File: src/ilst_pkg.sv
// ----------------------------------------------------------------------------
// ilst_pkg: shared types and constants of the indexed list store
// Operation and status codes, cell control word and request/result structs.
// ----------------------------------------------------------------------------
package ilst_pkg;

  localparam int CAPACITY = 64;
  localparam int POS_W    = 8;
  localparam int DATA_W   = 32;
  // wide enough for any index or count up to the largest capacity
  localparam int WIDE_W   = 9;

  typedef enum logic [2:0] {
    OP_APPEND = 3'd0,
    OP_INSERT = 3'd1,
    OP_SET    = 3'd2,
    OP_REMOVE = 3'd3,
    OP_GET    = 3'd4,
    OP_FIND   = 3'd5,
    OP_CLEAR  = 3'd6,
    OP_NOP    = 3'd7
  } op_e;

  typedef enum logic [1:0] {
    ST_OK       = 2'd0,
    ST_RANGE    = 2'd1,
    ST_FULL     = 2'd2,
    ST_NOTFOUND = 2'd3
  } status_e;

  typedef enum logic [2:0] {
    CM_HOLD       = 3'd0,
    CM_ROTATE     = 3'd1,
    CM_SHIFT_UP   = 3'd2,
    CM_SHIFT_DOWN = 3'd3,
    CM_WRITE      = 3'd4
  } cell_mode_e;

  typedef struct packed {
    cell_mode_e                mode;
    logic [POS_W-1:0]          pos;
    logic signed [DATA_W-1:0]  data;
  } cell_ctrl_t;

  typedef struct packed {
    op_e                       operation;
    logic [POS_W-1:0]          position;
    logic signed [DATA_W-1:0]  data_in;
  } req_t;

  typedef struct packed {
    status_e                   status;
    logic signed [DATA_W-1:0]  data_out;
    logic [5:0]                found_position;
    logic [6:0]                count;
    logic                      is_empty;
    logic signed [DATA_W-1:0]  first_value;
    logic signed [DATA_W-1:0]  last_value;
  } rsp_t;

endpackage

File: src/ilst_cell.sv
// ----------------------------------------------------------------------------
// ilst_cell: one storage cell of the list chain
// Holds one entry and picks its next value from itself, a neighbor or the
// request data, depending on the broadcast control word and its own index.
// ----------------------------------------------------------------------------
module ilst_cell #(
  parameter int IDX = 0
) (
  input  logic                                  clk_i,
  input  ilst_pkg::cell_ctrl_t                  ctrl_i,
  input  logic signed [ilst_pkg::DATA_W-1:0]    lower_i,
  input  logic signed [ilst_pkg::DATA_W-1:0]    upper_i,
  output logic signed [ilst_pkg::DATA_W-1:0]    value_o,
  output logic signed [ilst_pkg::DATA_W-1:0]    next_o
);

  localparam logic [ilst_pkg::POS_W-1:0] MyIdx = ilst_pkg::POS_W'(IDX);

  logic signed [ilst_pkg::DATA_W-1:0] value_q, value_d;

  always_comb begin
    value_d = value_q;
    case (ctrl_i.mode)
      ilst_pkg::CM_ROTATE: begin
        value_d = upper_i;
      end
      ilst_pkg::CM_SHIFT_UP: begin
        if (MyIdx > ctrl_i.pos) begin
          value_d = lower_i;
        end else if (MyIdx == ctrl_i.pos) begin
          value_d = ctrl_i.data;
        end
      end
      ilst_pkg::CM_SHIFT_DOWN: begin
        if (MyIdx >= ctrl_i.pos) begin
          value_d = upper_i;
        end
      end
      ilst_pkg::CM_WRITE: begin
        if (MyIdx == ctrl_i.pos) begin
          value_d = ctrl_i.data;
        end
      end
      default: begin
        value_d = value_q;
      end
    endcase
  end

  always_ff @(posedge clk_i) begin
    value_q <= value_d;
  end

  assign value_o = value_q;
  assign next_o  = value_d;

endmodule

File: config.mk
export PLATFORM = sky130hd
export DESIGN_NAME = ilst_cell
export DESIGN_NICKNAME = d
export VERILOG_FILES = /design/src/ilst_pkg.sv /design/src/ilst_cell.sv
export SDC_FILE = /design/constraint.sdc
export NUM_CORES = 1
export LEC_CHECK = 0
export ABC_AREA = 1
export BUFFER_PORTS_ARGS = -buffer_cell sky130_fd_sc_hd__buf_4
export CAP_MARGIN = 30
export CELL_PAD_IN_SITES_DETAIL_PLACEMENT = 1
export CELL_PAD_IN_SITES_GLOBAL_PLACEMENT = 1
export CORE_ASPECT_RATIO = 2
export CORE_UTILIZATION = 18
export DETAILED_ROUTE_END_ITERATION = 12
export PLACE_DENSITY = 0.73
export SYNTH_ARGS = -nofsm -noshare
export SYNTH_HDL_FRONTEND = slang
export SYNTH_SLANG_ARGS = --single-unit
File: constraint.sdc
create_clock -name clk_i -period 0.9 [get_ports clk_i]
set_input_delay 0.135 -clock clk_i [delete_from_list [all_inputs] [get_ports clk_i]]
set_output_delay 0.135 -clock clk_i [all_outputs]
set_load 0.05 [all_outputs]
### After elaboration in Yosys (flattened, before gate mapping)

Cells that the tools add are included.
W data, S select, Z words.

| word-level totals | value |
|---|---|
| flip-flop bits (word level) | 32 |
| input bits | 108 |
| output and inout port bits | 64 |
| word-level logic and storage cells | 12 |

| operators by class | value |
|---|---|
| order comparisons | 2 |
| equality and inequality tests | 4 |
| multiplexer cells | 4 |
| reduce and logical (&&, ||, !) cells | 1 |

Operators by type and width:

| cell | number |
|---|---|
| $pmux W32 S4 | 1 |
| $mux W32 | 3 |
| $ge A1 B8 Y1 const A | 1 |
| $gt A1 B8 Y1 const A | 1 |
| $logic_not A8 Y1 | 1 |
| $eq A3 B2 Y1 const B | 2 |
| $eq A3 B1 Y1 const B | 1 |
| $eq A3 B3 Y1 const B | 1 |

### Logic depth before layout (Yosys ltp)

Gate-level depths: netlist of run 1.

| depth | value |
|---|---|
| word-level depth | 4 |
| mapped depth | 9 |
| mapped depth without buffers | 8 |

### Least setup slack after synthesis of run 1

No wires, ideal clock.

| timing path | value |
|---|---|
| path kind | input port to flip-flop |
| from | in ctrl_i[41] (netlist bit) |
| to | reg value_q (netlist bit value_o[15]) |
| setup time | 323 ps |
| data arrival time | 1143 ps |
| data required time | 577 ps |
| path slack | -566 ps |
| cell stages on the path | 9 |
| buffers on the path | 1 |
| cell sequence | inv_1 nand2_1 nand2_2 nor2_1 nand2_1 nand2_4 buf_6 nand2_1 nand3_1 |

| between the ends | value |
|---|---|
| cells in the longest elaborated chain, start to end | 2 |
| elaborated cells on any way between the ends | 5 |
| classes of those cells | eq/ne (4); mux (1) |

RTL lines:

| item | line | text |
|---|---|---|
| start, declared | ilst_cell.sv:10 | `input ilst_pkg::cell_ctrl_t ctrl_i,` |
| $eq A3 B3 Y1 (tied with other cells) | ilst_cell.sv:23 | `case (ctrl_i.mode)` |
| $pmux W32 S4 (*) | ilst_cell.sv:23 |  |
| via next_o (one bit) | ilst_cell.sv:14 | `output logic signed [ilst_pkg::DATA_W-1:0] next_o` |
| end signal, assigned | ilst_cell.sv:51 | `value_q <= value_d;` |
| end, declared | ilst_cell.sv:19 | `logic signed [ilst_pkg::DATA_W-1:0] value_q, value_d;` |

The timed path passes the listed nets; every way through them passes the cells marked *.

### Final worst setup path of run 1

| timing path | value |
|---|---|
| from | in ctrl_i[41] (netlist bit) |
| to | out next_o[13] (netlist bit) |

| between the ends | value |
|---|---|
| cells in the longest elaborated chain, start to end | 2 |
| elaborated cells on any way between the ends | 5 |
| classes of those cells | eq/ne (4); mux (1) |

RTL lines:

| item | line |
|---|---|
| $eq A3 B3 Y1 (tied with other cells) | ilst_cell.sv:23 |
| $pmux W32 S4 (*) | ilst_cell.sv:23 |
| end, declared | ilst_cell.sv:14 |

Mark *: on every way between the ends. The rest lies on a longest branch, timed or not.

==> flow_summary.toml, run 1 <==
[setup_path]
path_cells = "buf_12, inv_12, nand2_8, nand2_8, o21ai_4, nand2_8, buf_12, nand2_4, nand3_4, buf_8"
crit_arrival_ps = 1260
worst_path_largest_cell_delay_ps = 200
end_kind = "primary output"
crit_type = "in -> out"
cp_max_fo = 8
crit_required_ps = 760
critPathLaunchType = "input port"
cp_common_cell = "nand2_8"
cpMaxStageDelayCell = "o21ai_4"

[grt]
grt_overflow = 0
grt_first_pass_wirelength_microns = 12900
grt_max_degree = 27
grt_pass1_vias = 2400
antenna_found_initial = 0
grt_usage = 0.206

[clock_network]
clk_pin_slew_ps = 50
cts_tree = "built"
clockBufferDepth = 2
cts_buffers = 5
clock_latency_ps = 280
cts_max_level = 2
cts.sinks = 32
ctsRootBufferMaster = "clkbuf_16"

[cells_and_area]
antenna_cells = 0
drive_above_1_share = 0.825
largest_reg_flops = 32
fin_area_sq_um = 4410
multi_input_area_sq_um = 1450
final_util = 0.552
nets = 467
fillers = 841
final_common_cell = "buf_4"
syn2layout_area_growth_pct = 196
final_cell_mix = "buf_4, nand3_1, buf_8"
ff_latch_area_sq_um = 748

[synth]
ys_warn_count = 0
syn-cell-area_sq_um = 1490
synth_nets = 314
yosys-top-cells-area = "dfxtp_1, nand3_1, nand2_1"
synth_cells = 206
ys_types = 14
synth_top_area_share = 0.429
yosysSeqAreaShare = 0.429
synth-seq-cells = 32
synth_area_leader_cell = "dfxtp_1"
syn_avg_cell_area_sq_um = 7.25

[status]
violations = "negative setup slack"
status = "complete, but fails checks"

[drt]
drc_errors = 0
dr.pass1.iters = 4
wl_per_cell_microns = 18.8
num_vias = 2146
routed_wl_microns = 8580
drtIter0Drc = 51
viasPerCell = 4.71
ant_nets = 0

[die]
io_pins = 172
die_height_microns = 131
start_util = 0.187
dieWidth_microns = 66.4
core-area_sq_um = 8000
rows = 46
dieArea_sq_um = 8680

[placed_design]
io_buffer_count = 139
dp_hpwl_microns = 5890
placed_area_sq_um = 3280
finalWeightedCongestion = 0.782

[timing]
worstMarginPinSlew_ps = 241
slew_violations = 0
hold_viol = 0
setup_viol = 94
fin_crit_sh = 1.55
fin_ws_ps = -496
grt_setup_unrepaired = "yes"
min_period_ps = 1400
slew_headroom = 0.839
max_freq_ghz = 0.716
skew_ps = 0

[pwr]
p_leak_nw = 2.10
powerDensity_nw_per_um2 = 1680
p_int_w = 0.00442
clkPwrFrac = 0.233
switching_power_w = 0.00300
seq_power_share = 0.255
peakVddDrop_mv = 0.872
switching_share = 0.404
combPwrFrac = 0.512

[worst_hold_path]
min_path_type = "in -> reg"

[run]
cap_viol_max_count = 0
synth_stat cells:
library cell,number
nand3_1,95
nand2_1,38
dfxtp_1,32
inv_1,10
buf_2,9
nand2_2,5
nor2_1,4
buf_6,3
clkbuf_1,3
inv_2,2
nor2_4,2
nand2_4,1
nand3_2,1
o21ai_2,1
power by group through the flow:
stage | Clock (W) | Combinational, W | Sequential (W)
3_5_place_dp | 0 | 0.00296 | 0.00178
6_report | 0.00173 | 0.00380 | 0.00189
5_1_grt | 0.00182 | 0.00394 | 0.00192
2_1_floorplan | 0 | 0.00133 | 0.00239
3_3_place_gp | 0 | 0.00292 | 0.00177
4_1_cts | 0.00178 | 0.00366 | 0.00187
worst max-delay path, delay by kind of cell:
kind                   cells  cell delay (ps)
AOI/OAI and AO/OA          1              200
buffers and inverters      4              500
and+or+nand+nor            5              430
per-layer routing:
layer  routed length, microns  GRT usage
met5                        0          0
met4                      366      0.105
met3                      366     0.0382
met2                     5310      0.407
met1                     2530      0.193
final timing paths:
path               startpoint     endpoint  slack, ps  depth (start not counted)
hold / removal    upper_i[28]  value_o[28]        150                          3
setup / recovery   ctrl_i[41]   next_o[13]       -500                         10
setup reg to reg  value_o[13]  value_o[13]        160                          3
hold reg to reg   value_o[25]  value_o[25]        510                          2
timing repair:
item,4_1_cts,5_1_grt
gates resized for setup,205,45
buffers inserted,5,4
gates cloned,3,1
endpoints found under the setup margin,96,96
pin swaps,7,12
hold buffers,0,0
layout make-up:
class	instances	area share
Multi-Input combinational cell	147	0.328
Tap cell	96	0.0272
Clock buffer	8	0.0332
Sequential cell	32	0.170
Timing Repair Buffer	161	0.425
Inverter	12	0.0164
cell families after synthesis:
logic type | count (synthesis) | synth area share
flops | 32 | 0.429
buf+inv | 27 | 0.0905
simple gates | 146 | 0.474
compound gates | 1 | 0.00587
through the flow:
| step | worst slack, ps | TNS (ps) | instances | hold WS [ps] | total power [W] |
|---|---|---|---|---|---|
| after floorplan | -210 | -12030 | 206 | 456 | 0.00372 |
| after global placement | -599 | -28650 | 438 | 425 | 0.00469 |
| after detailed placement | -608 | -28650 | 438 | 435 | 0.00473 |
| after CTS | -498 | -17530 | 454 | 127 | 0.00732 |
| after global routing | -542 | -20540 | 456 | 162 | 0.00767 |
| final | -496 | -17140 | 456 | 148 | 0.00742 |
Power figures use the tool's default switching activity.
==> inputs of run 2 (changes only) <==
--- a/config.mk
+++ b/config.mk
@@ -6,14 +6,14 @@
 export NUM_CORES = 1
 export LEC_CHECK = 0
 export ABC_AREA = 1
-export BUFFER_PORTS_ARGS = -buffer_cell sky130_fd_sc_hd__buf_4
 export CAP_MARGIN = 30
 export CELL_PAD_IN_SITES_DETAIL_PLACEMENT = 1
 export CELL_PAD_IN_SITES_GLOBAL_PLACEMENT = 1
 export CORE_ASPECT_RATIO = 2
-export CORE_UTILIZATION = 18
+export CORE_UTILIZATION = 33
 export DETAILED_ROUTE_END_ITERATION = 12
-export PLACE_DENSITY = 0.73
+export DONT_BUFFER_PORTS = 1
+export PLACE_DENSITY = 0.7
 export SYNTH_ARGS = -nofsm -noshare
 export SYNTH_HDL_FRONTEND = slang
 export SYNTH_SLANG_ARGS = --single-unit
==> run 2 against run 1 <==
Effect of this change:
- power is 15% lower
- critical path type unchanged
- the flow still finishes with violations (negative setup slack)
- worst setup slack better by 83 ps
- hold slack better by 8.7 ps
- sequential power hardly changed
- cell area is 26% lower
- via count is 14% lower
- fmax is 6.3% higher
- die area is 45% lower
- register-to-register slack worse by 110 ps
- largest power group unchanged
- highest routed layer unchanged
==> flow_summary.toml, run 2 (synthesis gave the netlist of run 1 again) <==
[grt]
grt_pass1_vias = 2037
antenna_found_initial = 0
grt_overflow = 0
grt_max_degree = 19
grt_first_pass_wirelength_microns = 11000
grt_usage = 0.302

[pwr]
switching_power_w = 0.00287
clkPwrFrac = 0.228
switching_share = 0.455
seq_power_share = 0.303
combPwrFrac = 0.469
peakVddDrop_mv = 1.36
p_int_w = 0.00344
powerDensity_nw_per_um2 = 1920
p_leak_nw = 1.45

[timing]
fin_crit_sh = 1.46
hold_viol = 0
fin_ws_ps = -413
worstMarginPinSlew_ps = 232
slew_headroom = 0.845
grt_setup_unrepaired = "yes"
slew_violations = 0
skew_ps = 0
setup_tns_ps = -14560
holdWs_ps = 156
max_freq_ghz = 0.762
setup_viol = 96
min_period_ps = 1310

[placed_design]
dp.cells = 288
io_buffer_count = 0
placed_area_sq_um = 2430
finalWeightedCongestion = 0.723
dp_hpwl_microns = 4500

[setup_path]
reg2reg_depth = 2
reg2reg_slack_ps = 50
worst_path_largest_cell_delay_ps = 240
path_cells = "inv_2, nand2_2, nor2_4, nand2_4, nand2_4, buf_6, nand3_1, nand3_4"
critPathLaunchType = "input port"
reg2reg_to = "value_o[22]"
cp_max_fo = 5
crit_arrival_ps = 1180
r2r_start = "value_o[22]"
crit_required_ps = 760
end_kind = "primary output"
crit_type = "in -> out"
cpMaxStageDelayCell = "nand3_4"
cp_common_cell = "nand2_4"

[clock_network]
cts_hold_buf = 0
cts_max_level = 2
clockBufferDepth = 2
cts_tree = "built"
clk_pin_slew_ps = 80
post-cts-setup-buffer-count = 0
cts_buffers = 5
clock_latency_ps = 280
ctsRootBufferMaster = "clkbuf_8"
cts.sinks = 32

[die]
die_height_microns = 97.1
rows = 34
core-area_sq_um = 4340
start_util = 0.344
io_pins = 172
dieWidth_microns = 49.6
dieArea_sq_um = 4810

[cells_and_area]
drive_above_1_share = 0.809
final_common_cell = "nand3_1"
syn2layout_area_growth_pct = 120
finalNonFillerCells = 300
largest_reg_flops = 32
final_cell_mix = "nand3_1, nand3_4, nand2_4, buf_8, dfxtp_4"
antenna_cells = 0
fin_area_sq_um = 3290
nets = 353
final_util = 0.757

[drt]
viasPerCell = 6.14
drtIter0Drc = 40
ant_nets = 0
wl_per_cell_microns = 30.4
routed_wl_microns = 9120
drc_errors = 0
dr.pass1.iters = 4
num_vias = 1842

[status]
status = "complete, but fails checks"
violations = "negative setup slack"

[worst_hold_path]
min_path_cells = 2
whs_endpoint = "value_o[23]"
hp-start = "ctrl_i[23]"
min_path_type = "in -> reg"

[run]
cap_viol_max_count = 0
run 2: cell type report:
cell class	instances	area [sq um]
fill	372	1050
multi-input combinational	147	1500
sequential	32	746
tap	54	67.6
clock buffer	5	68.8
timing repair buffer	47	747
clock inverter	3	42.5
inverter	12	118
run 2: worst max-delay path, delay by kind of cell:
family	cells	cell delay, ps
and+or+nand+nor	6	850
buffers and inverters	2	180
run 2: metal layers:
layer,GRT usage,vias to the layer above,part of all wire
met4,0.121,0,0.059
li1,-,777,-
met5,0,-,0
met1,0.282,892,0.31
met2,0.579,133,0.56
met3,0.0876,40,0.077
run 2: what timing repair did:
action	4_1_cts	5_1_grt
endpoints found under the setup margin	88	96
resized for setup	161	45
cloned	3	1
pin swaps	17	22
run 2: power groups by stage:
| stage | registers, W | clock network, W | logic (W) |
|---|---|---|---|
| floorplan | 0.00239 | 0 | 0.00133 |
| global placement | 0.00177 | 0 | 0.00238 |
| detailed placement | 0.00178 | 0 | 0.00242 |
| CTS | 0.00186 | 0.00139 | 0.00279 |
| global route | 0.00192 | 0.00150 | 0.00302 |
| finish | 0.00191 | 0.00144 | 0.00296 |
run 2: worst max-delay path by stage:
stage | end | depth (start not counted) | start
final | next_o[22] | 8 | ctrl_i[35]
after global routing | next_o[22] | 8 | ctrl_i[35]
after CTS | next_o[25] | 9 | ctrl_i[32]
after detailed placement | next_o[21] | 8 | ctrl_i[38]
after global placement | next_o[29] | 8 | ctrl_i[32]
after floorplan | value_o[15] | 9 | ctrl_i[36]
run 2: through the flow:
step | worst slack [ps] | total power, W
detailed placement | -380 | 0.00420
floorplan | -210 | 0.00372
CTS | -273 | 0.00604
global placement | -297 | 0.00414
global route | -422 | 0.00644
finish | -413 | 0.00631
